$ cat config.mk
export PLATFORM = sky130hd
export DESIGN_NAME = clock_page_replacement_unit
export DESIGN_NICKNAME = d
export VERILOG_FILES = /design/src/rtl/core/crpu_pkg.sv /design/src/rtl/core/crpu_page_ram.sv /design/src/rtl/core/crpu_ctrl.sv /design/src/rtl/core/clock_page_replacement_unit.sv
export VERILOG_INCLUDE_DIRS = /design/src /design/src/rtl/core
export SDC_FILE = /design/constraint.sdc
export NUM_CORES = 1
export LEC_CHECK = 0
export ABC_AREA = 1
export BUFFER_PORTS_ARGS = -buffer_cell sky130_fd_sc_hd__clkbuf_2
export CORE_UTILIZATION = 35
export DETAILED_ROUTE_END_ITERATION = 10
export REMOVE_ABC_BUFFERS = 1
export SETUP_SLACK_MARGIN = 0.5
export SLEW_MARGIN = 25
export SYNTH_ARGS = -nofsm -noshare
export SYNTH_HDL_FRONTEND = slang
export SYNTH_SLANG_ARGS = --single-unit
$ cat constraint.sdc
create_clock -name i_clk -period 4.2 [get_ports i_clk]
set_clock_uncertainty 0.2 [all_clocks]
set_input_delay 0 -clock i_clk [delete_from_list [all_inputs] [get_ports i_clk]]
set_output_delay 0 -clock i_clk [all_outputs]
set_load 0.01 [all_outputs]
$ cat src/rtl/core/clock_page_replacement_unit_macros.svh
// ----------------------------------------------------------------------------
// clock page replacement unit assertion macros
// shared concurrent assertion forms, empty when synthesized
// ----------------------------------------------------------------------------
`ifndef CLOCK_PAGE_REPLACEMENT_UNIT_MACROS_SVH
`define CLOCK_PAGE_REPLACEMENT_UNIT_MACROS_SVH

`ifndef SYNTHESIS

// condition holds at every edge outside reset
`define CRPU_ASSERT(label, clk, rst_n, cond, msg) \
    label: assert property (@(posedge clk) disable iff (!rst_n) (cond)) \
        else $error(msg);

// consequent holds in the same cycle as the antecedent
`define CRPU_ASSERT_IMP(label, clk, rst_n, ante, cons, msg) \
    label: assert property (@(posedge clk) disable iff (!rst_n) (ante) |-> (cons)) \
        else $error(msg);

// consequent holds in the cycle after the antecedent
`define CRPU_ASSERT_NXT(label, clk, rst_n, ante, cons, msg) \
    label: assert property (@(posedge clk) disable iff (!rst_n) (ante) |=> (cons)) \
        else $error(msg);

`else

`define CRPU_ASSERT(label, clk, rst_n, cond, msg)
`define CRPU_ASSERT_IMP(label, clk, rst_n, ante, cons, msg)
`define CRPU_ASSERT_NXT(label, clk, rst_n, ante, cons, msg)

`endif

`endif

$ cat src/rtl/core/crpu_pkg.sv
// ----------------------------------------------------------------------------
// crpu_pkg
// constants, types and sequencer states of the clock page replacement unit
// ----------------------------------------------------------------------------
package crpu_pkg;

    // sizing
    localparam int FRAMES    = 16;
    localparam int PAGE_BITS = 20;
    localparam int FRAME_W   = (FRAMES > 1) ? $clog2(FRAMES) : 1;
    localparam int CNT_W     = $clog2(FRAMES + 1);

    // fixed field widths
    localparam int CFG_W   = 5;
    localparam int INDEX_W = 4;
    localparam int TOTAL_W = 32;

    localparam logic [CFG_W-1:0] CFG_RESET = CFG_W'(16);

    // sequencer states
    typedef enum logic [1:0] {
        ST_IDLE,
        ST_SCAN,
        ST_SWEEP,
        ST_RESULT
    } t_state;

    // page table memory access
    typedef struct packed {
        logic                 rd_en;
        logic [FRAME_W-1:0]   rd_addr;
        logic                 wr_en;
        logic [FRAME_W-1:0]   wr_addr;
        logic [PAGE_BITS-1:0] wr_data;
    } t_ram_req;

    // one result item
    typedef struct packed {
        logic               fault;
        logic [INDEX_W-1:0] frame_index;
        logic [TOTAL_W-1:0] hit_total;
        logic [TOTAL_W-1:0] fault_total;
    } t_result;

endpackage

$ cat src/rtl/core/crpu_page_ram.sv
// ----------------------------------------------------------------------------
// crpu_page_ram
// page number per frame, one write and one registered read per cycle
// ----------------------------------------------------------------------------
module crpu_page_ram (
    input  logic                           i_clk,
    input  crpu_pkg::t_ram_req             i_req,
    output logic [crpu_pkg::PAGE_BITS-1:0] o_rd_data
);

    logic [crpu_pkg::PAGE_BITS-1:0] mem [crpu_pkg::FRAMES];
    logic [crpu_pkg::PAGE_BITS-1:0] r_rd_data;

    // write port
    always_ff @(posedge i_clk) begin
        if (i_req.wr_en) begin
            mem[i_req.wr_addr] <= i_req.wr_data;
        end
    end

    // registered read port
    always_ff @(posedge i_clk) begin
        if (i_req.rd_en) begin
            r_rd_data <= mem[i_req.rd_addr];
        end
    end

    assign o_rd_data = r_rd_data;

endmodule

$ cat src/rtl/core/crpu_ctrl.sv
// ----------------------------------------------------------------------------
// crpu_ctrl
// lookup scan, empty frame fill and clock sweep sequencer with frame flags
// ----------------------------------------------------------------------------
`include "clock_page_replacement_unit_macros.svh"

module crpu_ctrl (
    input  logic                           i_clk,
    input  logic                           i_rst_n,
    input  logic                           i_cfg_wr_en,
    input  logic [crpu_pkg::CFG_W-1:0]     i_cfg_wr_data,
    input  logic                           i_in_valid,
    output logic                           o_in_stall,
    input  logic [crpu_pkg::PAGE_BITS-1:0] i_page_number,
    output crpu_pkg::t_ram_req             o_ram_req,
    input  logic [crpu_pkg::PAGE_BITS-1:0] i_ram_rd_data,
    output logic                           o_res_valid,
    input  logic                           i_res_ready,
    output crpu_pkg::t_result              o_res
);

    localparam int FW = crpu_pkg::FRAME_W;
    localparam int CW = crpu_pkg::CNT_W;
    localparam int TW = crpu_pkg::TOTAL_W;

    // control state
    crpu_pkg::t_state             r_state, n_state;
    logic [crpu_pkg::CFG_W-1:0]   r_cfg;
    logic [crpu_pkg::FRAMES-1:0]  r_valid, n_valid;
    logic [crpu_pkg::FRAMES-1:0]  r_ref, n_ref;
    logic [FW-1:0]                r_hand, n_hand;
    logic [TW-1:0]                r_hit_cnt, n_hit_cnt;
    logic [TW-1:0]                r_fault_cnt, n_fault_cnt;
    logic [CW-1:0]                r_scan, n_scan;
    logic                         r_cmp_vld, n_cmp_vld;

    // payload
    logic [crpu_pkg::PAGE_BITS-1:0] r_page, n_page;
    logic [FW-1:0]                  r_cmp_idx, n_cmp_idx;
    logic [FW-1:0]                  r_hand_cur, n_hand_cur;
    logic [FW-1:0]                  r_used, n_used;
    logic                           r_fault, n_fault;

    logic [CW-1:0]      act_frames;
    logic               empty_found;
    logic [FW-1:0]      empty_idx;
    logic               match;
    logic               scan_last;
    crpu_pkg::t_ram_req ram_req;

    // step one frame forward, wrapping at the active count
    function automatic logic [FW-1:0] next_frame(input logic [FW-1:0] f,
                                                 input logic [CW-1:0] cnt);
        if (CW'(f) + CW'(1) == cnt) begin
            return '0;
        end
        return f + FW'(1);
    endfunction

    // active frame count, clamped to one through FRAMES
    always_comb begin
        if (r_cfg == '0) begin
            act_frames = CW'(1);
        end else if (32'(r_cfg) > crpu_pkg::FRAMES) begin
            act_frames = CW'(crpu_pkg::FRAMES);
        end else begin
            act_frames = CW'(r_cfg);
        end
    end

    // lowest invalid frame within the active count
    always_comb begin
        empty_found = 1'b0;
        empty_idx   = '0;
        for (int f = crpu_pkg::FRAMES - 1; f >= 0; f--) begin
            if (!r_valid[f] && (CW'(f) < act_frames)) begin
                empty_found = 1'b1;
                empty_idx   = FW'(f);
            end
        end
    end

    // compare stage of the scan
    assign match     = r_cmp_vld && r_valid[r_cmp_idx] && (i_ram_rd_data == r_page);
    assign scan_last = r_cmp_vld && (CW'(r_cmp_idx) == act_frames - CW'(1));

    // sequencer next state and outputs
    always_comb begin
        n_state     = r_state;
        n_valid     = r_valid;
        n_ref       = r_ref;
        n_hand      = r_hand;
        n_hit_cnt   = r_hit_cnt;
        n_fault_cnt = r_fault_cnt;
        n_scan      = r_scan;
        n_cmp_vld   = 1'b0;
        n_page      = r_page;
        n_cmp_idx   = r_cmp_idx;
        n_hand_cur  = r_hand_cur;
        n_used      = r_used;
        n_fault     = r_fault;
        o_in_stall  = 1'b1;
        o_res_valid = 1'b0;
        ram_req     = '0;
        ram_req.wr_data = r_page;

        case (r_state)
            crpu_pkg::ST_IDLE: begin
                o_in_stall = 1'b0;
                if (i_in_valid) begin
                    n_page  = i_page_number;
                    n_scan  = '0;
                    n_state = crpu_pkg::ST_SCAN;
                end
            end
            crpu_pkg::ST_SCAN: begin
                // issue the next frame read while comparing the last one
                if (r_scan < act_frames) begin
                    ram_req.rd_en   = 1'b1;
                    ram_req.rd_addr = r_scan[FW-1:0];
                    n_cmp_vld       = 1'b1;
                    n_cmp_idx       = r_scan[FW-1:0];
                    n_scan          = r_scan + CW'(1);
                end
                if (match) begin
                    n_ref[r_cmp_idx] = 1'b1;
                    if (r_hit_cnt != '1) begin
                        n_hit_cnt = r_hit_cnt + TW'(1);
                    end
                    n_used    = r_cmp_idx;
                    n_fault   = 1'b0;
                    n_cmp_vld = 1'b0;
                    n_state   = crpu_pkg::ST_RESULT;
                end else if (scan_last) begin
                    if (r_fault_cnt != '1) begin
                        n_fault_cnt = r_fault_cnt + TW'(1);
                    end
                    n_fault   = 1'b1;
                    n_cmp_vld = 1'b0;
                    if (empty_found) begin
                        ram_req.wr_en      = 1'b1;
                        ram_req.wr_addr    = empty_idx;
                        n_valid[empty_idx] = 1'b1;
                        n_ref[empty_idx]   = 1'b1;
                        n_used             = empty_idx;
                        n_state            = crpu_pkg::ST_RESULT;
                    end else begin
                        n_hand_cur = (CW'(r_hand) >= act_frames) ? '0 : r_hand;
                        n_state    = crpu_pkg::ST_SWEEP;
                    end
                end
            end
            crpu_pkg::ST_SWEEP: begin
                // second chance: clear set bits until a clear one is met
                if (!r_ref[r_hand_cur]) begin
                    ram_req.wr_en       = 1'b1;
                    ram_req.wr_addr     = r_hand_cur;
                    n_valid[r_hand_cur] = 1'b1;
                    n_ref[r_hand_cur]   = 1'b1;
                    n_used              = r_hand_cur;
                    n_hand              = next_frame(r_hand_cur, act_frames);
                    n_state             = crpu_pkg::ST_RESULT;
                end else begin
                    n_ref[r_hand_cur] = 1'b0;
                    n_hand_cur        = next_frame(r_hand_cur, act_frames);
                end
            end
            crpu_pkg::ST_RESULT: begin
                o_res_valid = 1'b1;
                if (i_res_ready) begin
                    n_state = crpu_pkg::ST_IDLE;
                end
            end
            default: begin
                n_state = crpu_pkg::ST_IDLE;
            end
        endcase
    end

    // control registers
    always_ff @(posedge i_clk) begin
        if (!i_rst_n) begin
            r_state     <= crpu_pkg::ST_IDLE;
            r_cfg       <= crpu_pkg::CFG_RESET;
            r_valid     <= '0;
            r_ref       <= '0;
            r_hand      <= '0;
            r_hit_cnt   <= '0;
            r_fault_cnt <= '0;
            r_scan      <= '0;
            r_cmp_vld   <= 1'b0;
        end else begin
            r_state     <= n_state;
            r_valid     <= n_valid;
            r_ref       <= n_ref;
            r_hand      <= n_hand;
            r_hit_cnt   <= n_hit_cnt;
            r_fault_cnt <= n_fault_cnt;
            r_scan      <= n_scan;
            r_cmp_vld   <= n_cmp_vld;
            if (i_cfg_wr_en) begin
                r_cfg <= i_cfg_wr_data;
            end
        end
    end

    // payload registers
    always_ff @(posedge i_clk) begin
        r_page     <= n_page;
        r_cmp_idx  <= n_cmp_idx;
        r_hand_cur <= n_hand_cur;
        r_used     <= n_used;
        r_fault    <= n_fault;
    end

    assign o_ram_req = ram_req;

    // result fields
    always_comb begin
        o_res.fault       = r_fault;
        o_res.frame_index = crpu_pkg::INDEX_W'(r_used);
        o_res.hit_total   = r_hit_cnt;
        o_res.fault_total = r_fault_cnt;
    end

    // checks
    `CRPU_ASSERT(a_no_rd_wr_overlap, i_clk, i_rst_n,
        !(ram_req.rd_en && ram_req.wr_en), "page ram read and write in one cycle")
    `CRPU_ASSERT_IMP(a_cmp_in_range, i_clk, i_rst_n,
        (r_state == crpu_pkg::ST_SCAN) && r_cmp_vld, CW'(r_cmp_idx) < act_frames,
        "compare index beyond active frames")
    `CRPU_ASSERT_NXT(a_loaded_frame_flags, i_clk, i_rst_n,
        (r_state != crpu_pkg::ST_RESULT) && (n_state == crpu_pkg::ST_RESULT),
        r_valid[r_used] && r_ref[r_used], "used frame not valid and referenced")
    `CRPU_ASSERT_IMP(a_idle_no_write, i_clk, i_rst_n,
        r_state == crpu_pkg::ST_IDLE, !ram_req.wr_en && !o_res_valid,
        "write or result while idle")

endmodule

$ cat src/rtl/core/clock_page_replacement_unit.sv
// ----------------------------------------------------------------------------
// clock_page_replacement_unit
// second-chance page replacement over a small physical frame table
// ----------------------------------------------------------------------------
// usage
//   input channel: i_in_valid / o_in_stall carry one page reference per
//   transfer; output channel: o_out_valid / i_out_stall carry one result
//   (fault flag, frame index, saturating hit and fault totals) per reference.
//   i_cfg_wr_en / i_cfg_wr_data write frames_in_use; the user must write it
//   only while the block is idle, which the block itself leaves unenforced.
// the scan reads the active frames in order until the page is found; a miss
// fills the lowest free frame or, with a full table, sweeps from the hand,
// clearing set reference bits until a clear one is met; one reference is
// worked on at a time, and the next reference is taken in the cycle after
// the result is loaded
// the frame scan reads one page table entry per cycle from the single
// read port of the page memory; the sweep visits one reference bit per cycle
// reset clears all frame flags, the hand, both totals and sets the frame
// count to 16; the page memory needs no clearing
// while the receiver stalls, the finished result sits in the output register
// and the next reference is taken and worked on; it waits to be loaded
// until the output register frees up
// ----------------------------------------------------------------------------
module clock_page_replacement_unit (
    input  logic                             i_clk,
    input  logic                             i_rst_n,
    input  logic                             i_cfg_wr_en,
    input  logic [crpu_pkg::CFG_W-1:0]       i_cfg_wr_data,
    input  logic                             i_in_valid,
    output logic                             o_in_stall,
    input  logic [crpu_pkg::PAGE_BITS-1:0]   i_page_number,
    output logic                             o_out_valid,
    input  logic                             i_out_stall,
    output logic                             o_fault,
    output logic [crpu_pkg::INDEX_W-1:0]     o_frame_index,
    output logic [crpu_pkg::TOTAL_W-1:0]     o_hit_total,
    output logic [crpu_pkg::TOTAL_W-1:0]     o_fault_total
);

    crpu_pkg::t_ram_req             ram_req;
    logic [crpu_pkg::PAGE_BITS-1:0] ram_rd_data;
    logic                           res_valid;
    logic                           res_ready;
    crpu_pkg::t_result              res;

    logic              r_out_valid, n_out_valid;
    crpu_pkg::t_result r_out;

    // page table memory
    crpu_page_ram u_page_ram (
        .i_clk     (i_clk),
        .i_req     (ram_req),
        .o_rd_data (ram_rd_data)
    );

    // sequencer
    crpu_ctrl u_ctrl (
        .i_clk         (i_clk),
        .i_rst_n       (i_rst_n),
        .i_cfg_wr_en   (i_cfg_wr_en),
        .i_cfg_wr_data (i_cfg_wr_data),
        .i_in_valid    (i_in_valid),
        .o_in_stall    (o_in_stall),
        .i_page_number (i_page_number),
        .o_ram_req     (ram_req),
        .i_ram_rd_data (ram_rd_data),
        .o_res_valid   (res_valid),
        .i_res_ready   (res_ready),
        .o_res         (res)
    );

    // output register, loads when empty or being drained
    assign res_ready = !r_out_valid || !i_out_stall;

    always_comb begin
        n_out_valid = r_out_valid;
        if (res_valid && res_ready) begin
            n_out_valid = 1'b1;
        end else if (!i_out_stall) begin
            n_out_valid = 1'b0;
        end
    end

    always_ff @(posedge i_clk) begin
        if (!i_rst_n) begin
            r_out_valid <= 1'b0;
        end else begin
            r_out_valid <= n_out_valid;
        end
    end

    always_ff @(posedge i_clk) begin
        if (res_valid && res_ready) begin
            r_out <= res;
        end
    end

    assign o_out_valid   = r_out_valid;
    assign o_fault       = r_out.fault;
    assign o_frame_index = r_out.frame_index;
    assign o_hit_total   = r_out.hit_total;
    assign o_fault_total = r_out.fault_total;

endmodule
; Word level (Yosys, flattened, before mapping)
; Memories as Yosys holds them, arrays and structs flattened. A register that Yosys moved wholly into a read port is not among the register bits.
; Cells that the tools add are included.
; Widths: inputs -> output; s select.
[totals]
register_bits = 216
latchBits = 0
mem_bits_rw = 320
romBits = 0
word_cells = 240
mem_count = 1
[classes]
add_sub_neg = 6
mul = 0
div_mod_pow = 0
magnitude_cmp = 25
eq_ne = 20
shifts = 0
muxes = 98
bitwise_logic = 11
reduce_logical = 60
[mem_list]
columns = name, depth, width, rd, rd_clocked_by_memory_dff, write_ports, line_no
row1 = u_page_ram.mem, 16, 20, 1, 1, 1, crpu_page_ram.sv:11  ; logic [crpu_pkg::PAGE_BITS-1:0] mem [crpu_pkg::FRAMES];
[op_table]
columns = operator, count
row1 = $mux 16, 8
row2 = $mux 4, 28
row3 = $or 16x16->16, 5
row4 = $add 32x1->32 const B, 2
row5 = $ne 32x32->1 const B, 2
row6 = $pmux 16 s2, 2
row7 = $mux 5, 10
row8 = $lt 4x5->1 const A, 8
row9 = $mux 1, 35
row10 = $logic_and 1x1->1, 23
row11 = $eq 20x20->1, 1
row12 = $lt 3x5->1 const A, 4
row13 = $pmux 5 s2, 2
row14 = $logic_not 1->1, 18
row15 = $and 16x16->16, 1
row16 = $not 16->16, 1
row17 = $pmux 4 s2, 2
row18 = $lt 4x5->1 const B, 3
row19 = $demux 1 s4, 3
row20 = $ge 4x1->1 const B, 3
row21 = $reduce_and 4->1, 3
row22 = $lt 1x5->1 const A, 2
row23 = $lt 2x5->1 const A, 2
row24 = $mux 2, 5
row25 = other kinds (25), 47

; Longest topological paths before layout
; Gate-level depths: netlist of the first run.
[depth]
word_depth = 30
mapped_depth = 24
mapped_depth_nobuf = 24

; By module
; From an unflattened synthesis of the first run, not the netlist that was laid out.
[unflattened]
hier_cells = 2807
area_unflattened_um2 = 26006.2
[modules_own_cells]
columns = module, n_inst, cells_per_inst, area_each_um2, seq_area_each_um2
row1 = crpu_page_ram, 1, 1336, 14392.6, 10209.8
row2 = crpu_ctrl, 1, 1396, 9494.1, 3253.1
row3 = clock_page_replacement_unit, 1, 75, 2119.5, 2092.0

; Worst setup path after synthesis of the first run
; Ideal clock, no wire load.
[synth_path]
path_kind = register to register
from = register u_ctrl.r_state[0]
to = register r_out (netlist bit o_fault), enable pin
setup_ns = 0.519
arrival_time_ns = 3.914
setup_slack_ns = -0.432
path_stages_with_launch = 4
period_less_slack_ns = 4.632
cell_sequence = dfxtp_1 ha_1 inv_1 a21oi_1
[synth_via]
elab_chain_len = 3
[synth_lines]
columns = element, line_no
row1 = from (decl), crpu_ctrl.sv:27  ; crpu_pkg::t_state r_state, n_state;
row2 = from (signal assigned), crpu_ctrl.sv:183  ; r_state <= crpu_pkg::ST_IDLE;
row3 = from (signal assigned), crpu_ctrl.sv:193  ; r_state <= n_state;
row4 = $eq 2x2->1, crpu_ctrl.sv:107  ; case (r_state)
row5 = $mux 1, crpu_ctrl.sv:107
row6 = $logic_and 1x1->1, clock_page_replacement_unit.sv:93  ; if (res_valid && res_ready) begin
row7 = to (signal assigned), clock_page_replacement_unit.sv:94  ; r_out <= res;
row8 = to (decl), clock_page_replacement_unit.sv:47  ; crpu_pkg::t_result r_out;
; Every way passes these cells.
; A chain may end at the register's enable or synchronous reset.

; Worst setup path in the final report of the first run
[layout_path]
from = register u_ctrl.r_hand_cur[0]
to = memory u_page_ram.mem[8][16] (netlist name), enable pin
[layout_via]
elab_chain_len = 6
[layout_lines]
columns = element, line_no
row1 = from (decl), crpu_ctrl.sv:40  ; logic [FW-1:0] r_hand_cur, n_hand_cur;
row2 = from (signal assigned), crpu_ctrl.sv:211  ; r_hand_cur <= n_hand_cur;
row3 = $bmux 1 s4, crpu_ctrl.sv:155  ; if (!r_ref[r_hand_cur]) begin
row4 = $mux 1 (implied by the code), crpu_ctrl.sv:155
row5 = $mux 5 (*), crpu_ctrl.sv:155
row6 = $pmux 5 s2 (*), crpu_ctrl.sv:107
row7 = $mux 1, crpu_page_ram.sv:16  ; if (i_req.wr_en) begin
row8 = $mux 1 (implied by the code), crpu_page_ram.sv:17  ; mem[i_req.wr_addr] <= i_req.wr_data;
row9 = to (decl), crpu_page_ram.sv:11
; Every way passes the cells marked *; elsewhere a longest branch is shown, timed or not. The select of a mux whose other input is x is not followed.

==> reports/summary.txt, run 1 <==
Status = finished, final reports clean
WL final = 68900 um
Clock sink count = 556
Worst setup SP type = flop
Tmin final = 3.60 ns
# Max-Cap Violations = 0
Final hold slack = 0.104 ns
Slew Limit Fails = 0
Reg area = 0.0156 mm2
Max Freq = 278 MHz
Multi-input gate area = 0.00850 mm2
Initial antenna violation count = 0
Share of cells above drive strength 1 = 20.3%
P_leak = 10.7 nW
Number of global-route vias before repair = 17400
Top cells by area, synth = edfxtp_1 (53%), dfxtp_1 (9.2%), nand2_1 (5.8%)
Adder and majority gate portion of the synthesized area = 1.00%
Final period utilization = 85.7%
Crit Path Class = reg2reg
Post-synth EDFFs = 442
Via count = 18400
Iter 0 DRT Violations = 1875
RSZ-0062 raised after global routing = true
Fraction of the mapped netlist area in simple logic gates = 13.9%
Root Buffer = clkbuf_16
Drt pass-1 iters = 6
Vias per cell = 5.14
Core ar. = 0.0703 mm2
Async SR Flop Fraction = 0%
Setup violators final = 0
Skew-Pair Late Insertion Delay = 0.67 ns
Post-synthesis area per instance = 10.8 um2
RR Endpoint = u_page_ram.mem[8][16]
Worst flop-to-flop path startpoint = u_ctrl.r_hand_cur[0]
Commonest cells in the netlist = edfxtp_1 (442), nand2_1 (383), inv_1 (201)
GRT overflow = 0
Dominant synthesized flop cell = edfxtp_1
R2R Setup Slk = 0.60 ns
Syn-to-layout area delta = 23.5%
Initial core utilization = 35.5%
Worst-Margin Slew = 0.841 ns
Main combinational cell family by area after synthesis = simple AND/OR/NAND/NOR gates
Reg2Reg Depth = 12
Die Area = 0.0723 mm2
Synthesized area = 0.0249 mm2
Final Hold Fails = 0
# placed instances = 3370
WP data arrival = 3.66 ns
Detailed placement HPWL = 46500 um
Gr usage total = 18.5%
CTS tree = done
Count leader, synth = edfxtp_1
Ys Warns = 0
#FFs+latches synth = 556
Worst hold path class = in2reg
Max VDD drop = 322 uV
Setup tns final = 0 ns
Longest Clk Path Bufs = 3
Worst EP required = 4.26 ns
Crit. End Element = flop
Worst Hold Depth = 4
Yosys top cell area share = 53.3%
Nets = 2637
Compound-Gate Fraction of Synth Area = 11.1%
Max_slew headroom = 44.0%
# diodes = 0
Hold path startpoint = i_out_stall
Post-Synth XOR/XNOR Area = 1.48%
Clk slew on worst S/H paths = 0.06 ns
Height of the die = 269 um
Post-synthesis cell type count = 62
Finished Layout Cells = 3574
Htree depth = 2
Die Wd = 269 um
Number of routed nets with antenna violations = 0
Fillers = 6518
GP Congestion = 0.921
Largest net degree at the start of global routing = 70
Residual DRC count = 0
Pwr/cell area = 511 mW/mm2
Hold path endpoint = o_out_valid
Largest area contributor in the synthesized netlist = edfxtp_1
WL per Instance = 19.3 um
Mux contribution to synthesized area = 5.02%
# IOs = 101
Row count = 97
Seq/Total Area, Yosys = 62.4%
Syn Inst Count = 2298
Port bufs = 100
First-pass GRT wire length = 102000 um
Crit Path Max Fanout = 20
CTS Buf Count = 57
final cells by class:
class / count / area share, %
multi-input combinational: 1426 / 27.6
inverter: 232 / 2.87
sequential: 556 / 50.6
clock inverter: 38 / 1.39
tap: 940 / 3.82
clock buffer: 68 / 4.90
timing repair buffer: 314 / 8.81
stage by stage:
stage / worst slack, ns / util (%) / power [mW] / area (um2)
global placement: 0.110 / 38.8 / 10.3 / 27300
global route: 0.447 / 43.8 / 16.4 / 30800
finish: 0.602 / 43.8 / 15.7 / 30800
detailed placement: 0.314 / 38.9 / 10.4 / 27300
CTS: 0.437 / 42.8 / 15.6 / 30100
floorplan: -5.28 / - / 8.96 / 24500
layer usage:
layer  global-route usage (%)  wire [um]  vias to the layer above
li1                         -          -                     8735
met1                     24.7      30100                     8869
met2                     30.6      32100                      661
met3                     2.95       4470                      119
met4                     5.99       2220                        0
met5                        0          0                        -
repair_timing:
action,4_1_cts,5_1_grt
endpoints found under the hold margin,151,0
gates cloned,2,8
endpoints found under the setup margin,155,353
pin swaps,2,22
hold buffers,61,0
resized for setup,25,74
buffers inserted,5,22
critical path, cell delays in order, from the launching register on:
cell,delay (ns)
edfxtp_1,0.38
buf_4,0.23
o21ai_0,0.36
o21ai_0,0.20
nand2_1,0.11
nand4_1,0.20
nor2_1,0.21
inv_1,0.15
nor2_1,0.28
a31oi_4,0.09
nor2_4,0.13
nand2_2,0.09
nor2_4,0.57
cell usage in the layout (no fill, tap or decap), types with 20 or more instances in the layout:
cell	count
clkbuf_2	100
nor2_1	150
a21oi_1	115
buf_12	20
nor3_1	53
edfxtp_1	442
mux2i_1	80
mux2_2	40
o21ai_1	43
nor2_2	20
nand3_1	47
nand2_1	375
clkbuf_16	63
a211oi_1	31
inv_1	197
buf_4	110
xor2_1	28
o21ai_0	136
nor4_1	24
o211ai_1	44
dlygate4sd3_1	61
dfxtp_1	110
nor2_4	25
o22ai_1	30
nand4_1	29
inv_2	26
cells by family (layout without fill, tap and decap cells):
kind of cell	Yosys count	count (layout)
compound gates	465	465
xor+xnor	42	42
fa+ha+maj	20	20
buf+inv	319	652
flops	556	556
mux	120	120
simple gates	776	779
how the worst max path moves through the flow:
stage / start / endpoint / cells past startpoint
6_report: u_ctrl.r_hand_cur[0] / u_page_ram.mem[8][16] / 12
5_1_grt: u_ctrl.r_cfg[1] / u_page_ram.mem[8][16] / 19
4_1_cts: u_ctrl.r_cfg[2] / u_page_ram.o_rd_data[9] / 19
3_5_place_dp: u_ctrl.r_cfg[2] / u_page_ram.o_rd_data[3] / 15
3_3_place_gp: u_ctrl.r_cfg[2] / u_page_ram.mem[12][12] / 17
2_1_floorplan: u_ctrl.r_cfg[4] / u_page_ram.o_rd_data[0] / 11
report_power, final:
group | switching [mW] | internal [mW] | leakage [nW]
clock | 2.18 | 2.95 | 0.939
sequential | 0.325 | 6.68 | 4.94
combinational | 2.40 | 1.17 | 4.80
total | 4.91 | 10.8 | 10.7
state kept, by name (all words and copies together) (netlist names), 2 cells and up, named ones only:
| name | cells |
|---|---|
| u_page_ram.mem | 320 |
| o_fault_total | 32 |
| o_hit_total | 32 |
| u_ctrl.r_fault_cnt | 32 |
| u_ctrl.r_hit_cnt | 32 |
| u_ctrl.r_page | 20 |
| u_page_ram.o_rd_data | 20 |
| u_ctrl.r_valid | 16 |
| u_ctrl.r_cfg | 5 |
| u_ctrl.r_scan | 5 |
| o_frame_index | 4 |
| u_ctrl.r_cmp_idx | 4 |
| u_ctrl.r_hand | 4 |
| u_ctrl.r_hand_cur | 4 |
| u_ctrl.r_used | 4 |
| u_ctrl.r_state | 2 |
(Power assumes the default switching activity.)
==> inputs of run 2 (changes only) <==
--- a/config.mk
+++ b/config.mk
@@ -6,7 +6,7 @@
 export SDC_FILE = /design/constraint.sdc
 export NUM_CORES = 1
 export LEC_CHECK = 0
-export ABC_AREA = 1
+export ABC_AREA = 0
 export BUFFER_PORTS_ARGS = -buffer_cell sky130_fd_sc_hd__clkbuf_2
 export CORE_UTILIZATION = 35
 export DETAILED_ROUTE_END_ITERATION = 10
==> constraint.sdc (replaced) <==
create_clock -name i_clk -period 3.9 [get_ports i_clk]
set_clock_uncertainty 0.2 [all_clocks]
set_input_delay 0 -clock i_clk [delete_from_list [all_inputs] [get_ports i_clk]]
set_output_delay 0 -clock i_clk [all_outputs]
set_load 0.01 [all_outputs]
==> run 2 against run 1 <==
Sequential power rose by 4.9%. Synthesized area shrank 6.0%. Final area fell by 5.2%. Critical path type unchanged. Largest cell class unchanged. Die area fell by 5.9%. Count of clock-buffer cells in the layout is 5 lower. Non-clock buffer count up 7. The run now ends with design-rule violations left.
==> reports/summary.txt, run 2 <==
Worst setup SP type = flop
Detailed placement HPWL = 40900 um (-12%)
Final Hold Fails = 0 (unchanged)
Number of routed nets with antenna violations = 0 (unchanged)
CP max-delay cell = mux4_2
Count leader, synth = edfxtp_1
Crit Path Class = reg2reg
Via count = 16400 (-11%)
Iter 0 DRT Violations = 1611 (-14%)
Clock sink count = 556 (unchanged)
# IOs = 101 (unchanged)
Root Buffer = clkbuf_16
Height of the die = 261 um (-3.0%)
#FFs+latches synth = 556 (unchanged)
Largest net degree at the start of global routing = 81 (+16%)
Biggest register = u_page_ram.mem
Syn-to-layout area delta = 24.5%
# Max-Cap Violations = 0 (unchanged)
Clk slew on worst S/H paths = 0.06 ns (about the same)
Htree depth = 2 (unchanged)
Number of flip-flops in the largest register = 320 (unchanged)
Synthesized area = 0.0234 mm2 (-6.0%)
CTS Buf Count = 56 (-1.8%)
Setup violators final = 0 (unchanged)
Most frequent cells in the layout = edfxtp_1 (442), nand2_1 (218), nor2_1 (150)
Fillers = 5948 (-8.7%)
Row count = 94 (-3.1%)
CP Cell Sequence = mux4_2, a22oi_2, nand2_2, and3_4, nor4_4, buf_4, a32oi_4, nand3b_1, buf_6, nor2_4, buf_6
Crit. End Element = flop
# diodes = 0 (unchanged)
Worst hold path class = in2reg
Final period utilization = 89.2% (+3.5 points)
GP Congestion = 0.890 (-3.4%)
Crit Path Max Fanout = 5 (-75%)
Setup tns final = 0 ns (unchanged)
Max VDD drop = 358 uV (+11%)
Worst-Margin Slew = 0.902 ns (+0.0616 ns)
Port bufs = 100 (unchanged)
Skew-Pair Late Insertion Delay = 0.63 ns (-0.04 ns)
First-pass GRT wire length = 94400 um (-7.5%)
Initial core utilization = 35.5% (+0.057 points)
GRT overflow = 0 (unchanged)
Slew Limit Fails = 0 (unchanged)
Max_slew headroom = 39.9% (-4.1 points)
Residual DRC count = 21 (+21)
Top Family by Delay on Critical Path = simple AND/OR/NAND/NOR gates
CTS tree = done
Largest area contributor in the synthesized netlist = edfxtp_1
DP Worst Slack = 0.170 ns (-0.144 ns)
Pwr/cell area = 545 mW/mm2 (+6.8%)
Tmin final = 3.48 ns (-0.119 ns)
Slowest stage delay, CP = 0.56 ns (about the same)
Commonest cells in the netlist = edfxtp_1 (442), nand2_1 (221), nor2_1 (165)
Async SR Flop Fraction = 0% (unchanged)
Yosys top cell area share = 56.6% (+3.4 points)
Failing checks = design-rule violations
Number of global-route vias before repair = 15700 (-9.9%)
Core ar. = 0.0660 mm2 (-6.1%)
Gr usage total = 18.1% (-0.39 points)
Ys Warns = 0 (unchanged)
Nets = 2146 (-19%)
Top cells by area, synth = edfxtp_1 (57%), dfxtp_1 (9.7%), mux4_2 (4.6%)
Share of cells above drive strength 1 = 23.2% (+2.9 points)
Longest Clk Path Bufs = 3 (unchanged)
Dominant synthesized flop cell = edfxtp_1
Post-synthesis cell type count = 73 (+18%)
Worst EP required = 4.03 ns (-0.23 ns)
Die Wd = 261 um (-3.0%)
Top cell by count, worst path = buf_6
Seq/Total Area, Yosys = 66.4% (+4.0 points)
Vias per cell = 5.46 (+6.1%)
Status = complete, but fails checks
Max Freq = 287 MHz (+3.4%)
WL final = 63600 um (-7.6%)
WP data arrival = 3.61 ns (-0.05 ns)
Commonest non-fill, non-tap cell in the layout = edfxtp_1
WL per Instance = 21.2 um (+9.9%)
Drt pass-1 iters = 9 (+3)
Syn Inst Count = 1822 (-21%)
P_leak = 9.97 nW (-6.7%)
Die Area = 0.0680 mm2 (-5.9%)
RSZ-0062 raised after global routing = true
Post-synthesis area per instance = 12.9 um2 (+19%)
Final WS setup = 0.421 ns (-0.181 ns)
Initial antenna violation count = 0 (unchanged)
Post-synth EDFFs = 442 (unchanged)
Worst path bufs/invs = 3 (+1)
-- run 2: final cells by class --
| cell class | count | area (um2) | area share, % |
|---|---|---|---|
| repair buffers | 321 | 2760 | 9.45 |
| flip-flops and latches | 556 | 15600 | 53.4 |
| clock buffers | 63 | 1430 | 4.89 |
| multi-input cells | 1127 | 7830 | 26.8 |
| well taps | 864 | 1080 | 3.71 |
| clock inverters | 41 | 384 | 1.32 |
| inverters | 34 | 128 | 0.438 |
-- run 2: cell families after synthesis --
kind of cell / count (synthesis) / synth area share [%]
buf+inv: 139 / 2.34
compound gates: 356 / 10.0
simple gates: 615 / 12.2
xor+xnor: 72 / 2.69
flops: 556 / 66.4
fa+ha+maj: 21 / 1.11
mux: 63 / 5.26
-- run 2: metrics by stage --
stage | instances | instance area, um2 | hold WS (ns) | power, mW | util, %
floorplan | 1717 | 23000 | -0.101 | 9.13 | -
global placement | 2796 | 25700 | -0.0221 | 10.4 | 38.9
detailed placement | 2796 | 25700 | -0.0214 | 10.4 | 38.9
CTS | 2983 | 28600 | 0.130 | 15.9 | 43.3
global route | 3006 | 29200 | 0.176 | 16.5 | 44.2
finish | 3006 | 29200 | 0.148 | 15.9 | 44.2
-- run 2: what timing repair did --
item / in CTS / in global routing
gates cloned: 7 / 10
hold buffers: 59 / 0
pin swaps: 13 / 12
endpoints found under the setup margin: 369 / 372
setup buffers: 17 / 13
endpoints found under the hold margin: 131 / 0
resized for setup: 70 / 80
-- run 2: power breakdown --
| group | internal, mW | total [mW] | leakage, nW | switching, mW |
|---|---|---|---|---|
| combinational | 1.18 | 3.25 | 4.12 | 2.07 |
| clock | 2.98 | 5.31 | 0.894 | 2.32 |
| sequential | 7.04 | 7.35 | 4.95 | 0.316 |
| total | 11.2 | 15.9 | 9.97 | 4.71 |
-- run 2: path summary, 6_finish.rpt --
check | start | endpoint | slack, ns | cells past startpoint
worst max-delay path | u_ctrl.r_cmp_idx[0] | u_page_ram.mem[9][9] | 0.42 | 11
worst min-delay path | i_cfg_wr_en | u_ctrl.r_cfg[4] | 0.15 | 3
worst max register to register | u_ctrl.r_cmp_idx[0] | u_page_ram.mem[9][9] | 0.42 | 11
worst min register to register | u_ctrl.r_used[3] | o_frame_index[3] | 0.22 | 0
-- run 2: layer usage --
metal  part of all wire [%]  track usage [%]
met2                     48             29.7
met3                    6.9             2.66
met5                      0                0
met4                    2.7             5.34
met1                     43             24.7
-- run 2: worst min-delay path, stage by stage --
cell           delay (ns)
clkbuf_2             0.18
o211ai_1             0.13
dlygate4sd3_1        0.59
